File: src/hw/rtl/acp_pkg.sv
`default_nettype none

package acp_pkg;

    localparam int ACP_PRICE_LEVELS = 1024;
    localparam int ACP_TICK_W       = 10;
    localparam int ACP_ORD_W        = 32;
    localparam int ACP_QTY_W        = 40;
    localparam int ACP_WORD_W       = ACP_QTY_W + 1;

    typedef struct packed {
        logic accept;
        logic acc_wr;
        logic clr_wr;
        logic s_rd;
        logic s_start0;
        logic s_start_next;
        logic s_step;
        logic s_hit;
        logic s_none;
        logic d_rd;
        logic d_start_top;
        logic d_start_next;
        logic d_step;
        logic d_hit;
        logic d_none;
        logic load;
        logic s_adv;
        logic d_adv;
        logic d_take_s;
        logic emit;
        logic emit_cross;
    } t_acp_cmd;

    typedef struct packed {
        logic last;
        logic clr_last;
        logic sp_end;
        logic s_used;
        logic dp_end;
        logic d_used;
        logic no_book;
        logic s_lt_d;
        logic both_none;
        logic s_go;
        logic d_stop;
        logic d_go;
    } t_acp_sts;

endpackage

`default_nettype wire

File: src/hw/rtl/acp_ctrl.sv
`default_nettype none

module acp_ctrl (
    input  wire logic              i_clk,
    input  wire logic              i_rst_n,
    input  wire logic              i_start,
    input  wire acp_pkg::t_acp_sts i_sts,
    output acp_pkg::t_acp_cmd      o_cmd,
    output logic                   o_busy
);
    import acp_pkg::*;

    localparam logic [3:0] ST_CLR   = 4'd0;
    localparam logic [3:0] ST_IDLE  = 4'd1;
    localparam logic [3:0] ST_ACC   = 4'd2;
    localparam logic [3:0] ST_SP    = 4'd3;
    localparam logic [3:0] ST_SC    = 4'd4;
    localparam logic [3:0] ST_DP    = 4'd5;
    localparam logic [3:0] ST_DC    = 4'd6;
    localparam logic [3:0] ST_INIT  = 4'd7;
    localparam logic [3:0] ST_TOP   = 4'd8;
    localparam logic [3:0] ST_SLOOP = 4'd9;
    localparam logic [3:0] ST_DCHK  = 4'd10;
    localparam logic [3:0] ST_DLOOP = 4'd11;
    localparam logic [3:0] ST_DONE  = 4'd12;

    localparam logic [1:0] PH_FIRST = 2'd0;
    localparam logic [1:0] PH_SETUP = 2'd1;
    localparam logic [1:0] PH_LOOP  = 2'd2;

    logic [3:0] r_state, n_state;
    logic [1:0] r_phase, n_phase;
    logic       r_moved, n_moved;

    always_ff @(posedge i_clk) begin
        if (!i_rst_n) begin
            r_state <= ST_CLR;
            r_phase <= PH_FIRST;
            r_moved <= 1'b0;
        end else begin
            r_state <= n_state;
            r_phase <= n_phase;
            r_moved <= n_moved;
        end
    end

    always_comb begin
        o_cmd   = '0;
        n_state = r_state;
        n_phase = r_phase;
        n_moved = r_moved;
        unique case (r_state)
            ST_CLR: begin
                o_cmd.clr_wr = 1'b1;
                if (i_sts.clr_last) begin
                    n_state = ST_IDLE;
                end
            end
            ST_IDLE: begin
                if (i_start) begin
                    o_cmd.accept = 1'b1;
                    n_state      = ST_ACC;
                end
            end
            ST_ACC: begin
                o_cmd.acc_wr = 1'b1;
                if (i_sts.last) begin
                    o_cmd.s_start0 = 1'b1;
                    n_phase        = PH_FIRST;
                    n_state        = ST_SP;
                end else begin
                    n_state = ST_IDLE;
                end
            end
            ST_SP, ST_SC: begin
                if (r_state == ST_SP && !i_sts.sp_end) begin
                    o_cmd.s_rd = 1'b1;
                    n_state    = ST_SC;
                end else if (r_state == ST_SC && !i_sts.s_used) begin
                    o_cmd.s_step = 1'b1;
                    n_state      = ST_SP;
                end else begin
                    // supply scan finished
                    o_cmd.s_hit  = (r_state == ST_SC);
                    o_cmd.s_none = (r_state == ST_SP);
                    if (r_phase == PH_LOOP) begin
                        n_state = ST_SLOOP;
                    end else begin
                        o_cmd.d_start_top  = (r_phase == PH_FIRST);
                        o_cmd.d_start_next = (r_phase != PH_FIRST);
                        n_state            = ST_DP;
                    end
                end
            end
            ST_DP, ST_DC: begin
                if (r_state == ST_DP && !i_sts.dp_end) begin
                    o_cmd.d_rd = 1'b1;
                    n_state    = ST_DC;
                end else if (r_state == ST_DC && !i_sts.d_used) begin
                    o_cmd.d_step = 1'b1;
                    n_state      = ST_DP;
                end else begin
                    // demand scan finished
                    o_cmd.d_hit  = (r_state == ST_DC);
                    o_cmd.d_none = (r_state == ST_DP);
                    if (r_phase == PH_FIRST) begin
                        n_state = ST_INIT;
                    end else if (r_phase == PH_SETUP) begin
                        n_phase = PH_LOOP;
                        n_state = ST_TOP;
                    end else begin
                        n_state = ST_DLOOP;
                    end
                end
            end
            ST_INIT: begin
                if (i_sts.no_book) begin
                    o_cmd.emit = 1'b1;
                    n_state    = ST_CLR;
                end else begin
                    o_cmd.load         = 1'b1;
                    o_cmd.s_start_next = 1'b1;
                    n_phase            = PH_SETUP;
                    n_state            = ST_SP;
                end
            end
            ST_TOP: begin
                if (!i_sts.s_lt_d) begin
                    n_state = ST_DONE;
                end else if (i_sts.both_none) begin
                    o_cmd.d_take_s = 1'b1;
                    n_state        = ST_DONE;
                end else begin
                    n_moved = 1'b0;
                    n_state = ST_SLOOP;
                end
            end
            ST_SLOOP: begin
                if (i_sts.s_go) begin
                    o_cmd.s_adv        = 1'b1;
                    o_cmd.s_start_next = 1'b1;
                    n_moved            = 1'b1;
                    n_state            = ST_SP;
                end else begin
                    n_state = ST_DCHK;
                end
            end
            ST_DCHK: begin
                if (i_sts.d_stop) begin
                    o_cmd.d_take_s = 1'b1;
                    n_state        = ST_DONE;
                end else begin
                    n_state = ST_DLOOP;
                end
            end
            ST_DLOOP: begin
                if (i_sts.d_go) begin
                    o_cmd.d_adv        = 1'b1;
                    o_cmd.d_start_next = 1'b1;
                    n_moved            = 1'b1;
                    n_state            = ST_DP;
                end else if (!r_moved) begin
                    n_state = ST_DONE;
                end else begin
                    n_state = ST_TOP;
                end
            end
            ST_DONE: begin
                o_cmd.emit       = 1'b1;
                o_cmd.emit_cross = 1'b1;
                n_state          = ST_CLR;
            end
            default: begin
                n_state = ST_CLR;
            end
        endcase
    end

    assign o_busy = (r_state != ST_IDLE);

endmodule

`default_nettype wire

File: config.mk
export PLATFORM = sky130hd
export DESIGN_NAME = acp_ctrl
export DESIGN_NICKNAME = d
export VERILOG_FILES = /design/src/hw/rtl/acp_pkg.sv /design/src/hw/rtl/acp_ctrl.sv
export SDC_FILE = /design/constraint.sdc
export NUM_CORES = 1
export LEC_CHECK = 0
export BUFFER_PORTS_ARGS = -buffer_cell sky130_fd_sc_hd__buf_4
export CORE_MARGIN = 1.5
export CORE_UTILIZATION = 35
export CTS_BUF_LIST = sky130_fd_sc_hd__clkbuf_2
export CTS_CLUSTER_SIZE = 30
export DETAILED_ROUTE_END_ITERATION = 10
export PLACE_DENSITY = 0.73
export SLEW_MARGIN = 30
export SYNTH_ARGS = -nofsm -noshare
export SYNTH_HDL_FRONTEND = slang
export SYNTH_SLANG_ARGS = --single-unit
File: constraint.sdc
create_clock -name i_clk -period 1.5 [get_ports i_clk]
set_clock_uncertainty 0.05 [all_clocks]
set_input_delay 0.225 -clock i_clk [delete_from_list [all_inputs] [get_ports i_clk]]
set_output_delay 0.225 -clock i_clk [all_outputs]
set_load 0.005 [all_outputs]
==> run summary <==
Run status -> finished, violations left
Violations in the final reports -> negative setup slack
Cell type with the highest occurrence count on the critical path -> sky130_fd_sc_hd__buf_4
Diode insertion count for antenna repair -> 0
Total number of clock tree sinks -> 7
Clock tree from TritonCTS -> yes
Area fraction of the dominant cell type after synthesis -> 15.60%
Drt drc -> 0
Antenna-violating nets left -> 0
Total buffers and inverters traversed by the critical path -> 2
Pin count of the biggest net entering global routing -> 14
Synth Warn # -> 0
Syn-to-layout area delta -> 125.3%
Startpoint type of the worst setup path -> register
Hold_buf cts -> 0
Cell taking the most area after synthesis -> sky130_fd_sc_hd__dfxtp_1
Category of the critical setup timing path -> register to primary output
Via count -> 1486
Cell at the root of the clock tree -> sky130_fd_sc_hd__clkbuf_2
Routed wirelength normalized by instance count -> 21.00 um
Antenna violations before repair -> 0
Transition time of the tightest slew-check pin -> 515.9 ps
Placed wire-length estimate after detailed placement -> 2439 um
Core Box Area -> 2455 um2
Post-synthesis instance area -> 898.4 um2
Slowest stage delay, CP -> 420 ps
Placer congestion estimate -> 0.9230
Initial cell density of the core -> 36.60%
FF-to-FF setup slack -> -260 ps
Clk slew on worst S/H paths -> 100 ps
Row Count -> 18
DRT met1 WL -> 1986 um
Pwr dens -> 491.5 nW/um2
Fin nets -> 226
Total of flip-flops plus latches after synthesis -> 7
Pre-CTS setup slack -> -217.9 ps
Fraction of synthesis flops using an asynchronous set or reset pin -> 0%
Cell count after synthesis -> 131
Arrival time of data at the critical path endpoint -> 1530 ps
Clock insertion delay at the later pin of the skew report -> 260 ps
Routed wire length on met3 -> 379 um
Number of H-tree levels -> 1
Time the final worst path needs with I/O delays and setup -> 1804 ps
Final cell count without fillers -> 240
Number of hold-slack violations in the final timing report -> 0
Number of clock buffers inserted by TritonCTS -> 3
Crit share post-route -> 120.2%
Library cell contributing the largest single delay on the critical path -> sky130_fd_sc_hd__dfxtp_4
Number of instances in the placed design -> 212
Y dimension of the die -> 53.67 um
Vias in the first global route -> 1275
Total power -> 0.9950 mW
Share of post-route cells with drive strength above 1 -> 70.00%
Top layer reached by signal wires -> met4
Maximum count of clock buffers along a single path -> 2
Final number of setup-violating endpoints -> 29
Via density per instance -> 6.192
Die area -> 2880 um2
Number of synthesized flops with an enable pin -> 0
Fmax -> 554.4 MHz
Type of the most critical hold path -> input pin to register
Sequential fraction of the synthesis area -> 15.60%
Max-slew headroom -> 65.17%
Data required time of the critical path -> 1220 ps
Cell breakdown of the critical path -> buf_4, nand4b_1, and2_4, nor2_2, a21o_1, buf_4
Synthesized area per cell -> 6.858 um2
Top cells by area in the synthesized netlist -> sky130_fd_sc_hd__dfxtp_1 16%, sky130_fd_sc_hd__nand2b_1 7.0%, sky130_fd_sc_hd__nor2_1 5.0%, sky130_fd_sc_hd__o21ai_0 4.5%, sky130_fd_sc_hd__nand2_1 4.2%
Pre-Repair DR Iteration Count -> 5
Horizontal die dimension -> 53.67 um
Buffers on Ports -> 36
# IOs -> 37
Setup repair after global routing missed its margin -> true
Highest-count cells in the layout ignoring fill and taps -> 58 x sky130_fd_sc_hd__buf_4, 27 x sky130_fd_sc_hd__buf_6, 8 x sky130_fd_sc_hd__nand2b_1, 7 x sky130_fd_sc_hd__o21ai_0
Total routed wirelength -> 5041 um
Max Transition Viols Final -> 0
Number of unique standard cell types used by synthesis -> 47
CP max FO -> 6
Family with the most delay on the worst path -> simple AND/OR/NAND/NOR gates
Most common cell after layout, fill and taps aside -> sky130_fd_sc_hd__buf_4
Max-capacitance violation count -> 0
Category of the worst setup path capture point -> primary output
Sum of met2 wire segment lengths after detailed routing -> 2482 um
Global routing usage summed across all routing layers -> 28.80%
Leak Pwr -> 0.8448 nW
Net count of the mapped netlist -> 146
Most frequently used flop master after synthesis -> sky130_fd_sc_hd__dfxtp_1
Wire length of the first global-routing pass -> 5982 um
PnR worst setup slack -> -303.6 ps
Detailed router's first-iteration violation count -> 76
Grt total ovfl -> 0
Peak ir drop on the vdd network -> 0.0004408 V
==> metrics by stage <==
stage	hold slack (ps)	cell area [um2]	utilization, %	TNS, ps
after floorplan	283.6	898.4	-	0
after detailed placement	436.3	1338	54.49	-2457
final	211.1	2024	82.47	-4090
after global placement	436.0	1338	54.49	-1712
after CTS	193.5	1642	66.87	-2931
after global routing	210.7	2024	82.47	-5262
==> cell usage after synthesis (2+ instances only) <==
cell type / n
sky130_fd_sc_hd__a211oi_1: 2
sky130_fd_sc_hd__a21boi_0: 2
sky130_fd_sc_hd__a21oi_1: 4
sky130_fd_sc_hd__a31oi_1: 2
sky130_fd_sc_hd__a32oi_1: 2
sky130_fd_sc_hd__and2_1: 3
sky130_fd_sc_hd__and3_1: 4
sky130_fd_sc_hd__and4_1: 2
sky130_fd_sc_hd__buf_2: 3
sky130_fd_sc_hd__buf_4: 2
sky130_fd_sc_hd__clkbuf_1: 4
sky130_fd_sc_hd__dfxtp_1: 7
sky130_fd_sc_hd__inv_1: 6
sky130_fd_sc_hd__mux2i_1: 2
sky130_fd_sc_hd__nand2_1: 10
sky130_fd_sc_hd__nand2b_1: 10
sky130_fd_sc_hd__nand3_1: 2
sky130_fd_sc_hd__nand3b_1: 3
sky130_fd_sc_hd__nor2_1: 12
sky130_fd_sc_hd__nor2b_1: 2
sky130_fd_sc_hd__nor3_1: 5
sky130_fd_sc_hd__nor3b_1: 2
sky130_fd_sc_hd__nor4_1: 6
sky130_fd_sc_hd__o21ai_0: 8
sky130_fd_sc_hd__o22ai_1: 2
sky130_fd_sc_hd__o31ai_1: 2
sky130_fd_sc_hd__or3b_2: 2
==> worst register-to-register path, delay by kind of cell (launching register included) <==
| kind | cells | cell delay (ps) |
|---|---|---|
| simple gates | 3 | 750 |
| flops | 1 | 400 |
| buf+inv | 2 | 250 |
| mux | 1 | 220 |
==> logic make-up after synthesis <==
family / synth area share [%]
compound gates: 24.09
xor+xnor: 0.9751
buf+inv: 8.773
flops: 15.60
mux: 3.482
simple gates: 47.08
==> final timing paths <==
check,startpoint,end,cells after the start
max,r_state[0]$_SDFFE_PN0P_,o_cmd[9],6
min,i_rst_n,r_moved$_SDFFE_PN0P_,2
max reg2reg,r_state[0]$_SDFFE_PN0P_,r_phase[1]$_SDFFE_PN0P_,6
min reg2reg,r_moved$_SDFFE_PN0P_,r_moved$_SDFFE_PN0P_,2
==> registers in the layout (all words and copies together) (netlist names) <==
signal,count
r_state,4
r_phase,2
r_moved,1
==> power by group <==
| group | internal, mW | switching [mW] |
|---|---|---|
| clock | 0.0708 | 0.0912 |
| sequential | 0.192 | 0.0254 |
| combinational | 0.328 | 0.288 |
| total | 0.591 | 0.404 |
==> timing repair <==
action / in CTS / in global routing
gates resized for setup: 49 / 65
endpoints found under the setup margin: 28 / 29
buffers inserted: 14 / 14
pin swaps: 14 / 17
==> layer usage <==
| layer | up-vias | GRT usage (%) |
|---|---|---|
| li1 | 647 | - |
| met1 | 725 | 34.96 |
| met2 | 91 | 48.37 |
| met3 | 23 | 7.778 |
| met4 | 0 | 10.26 |
| met5 | - | 0 |
==> cell type report <==
| type | count | area, um2 |
|---|---|---|
| clock buffers | 4 | 20.02 |
| multi-input cells | 108 | 1045 |
| flip-flops and latches | 7 | 155.1 |
| repair buffers | 85 | 739.5 |
| inverters | 6 | 27.53 |
| well taps | 30 | 37.54 |
| fillers | 119 | 430.4 |
No activity file was read; power rests on OpenSTA's default activity.
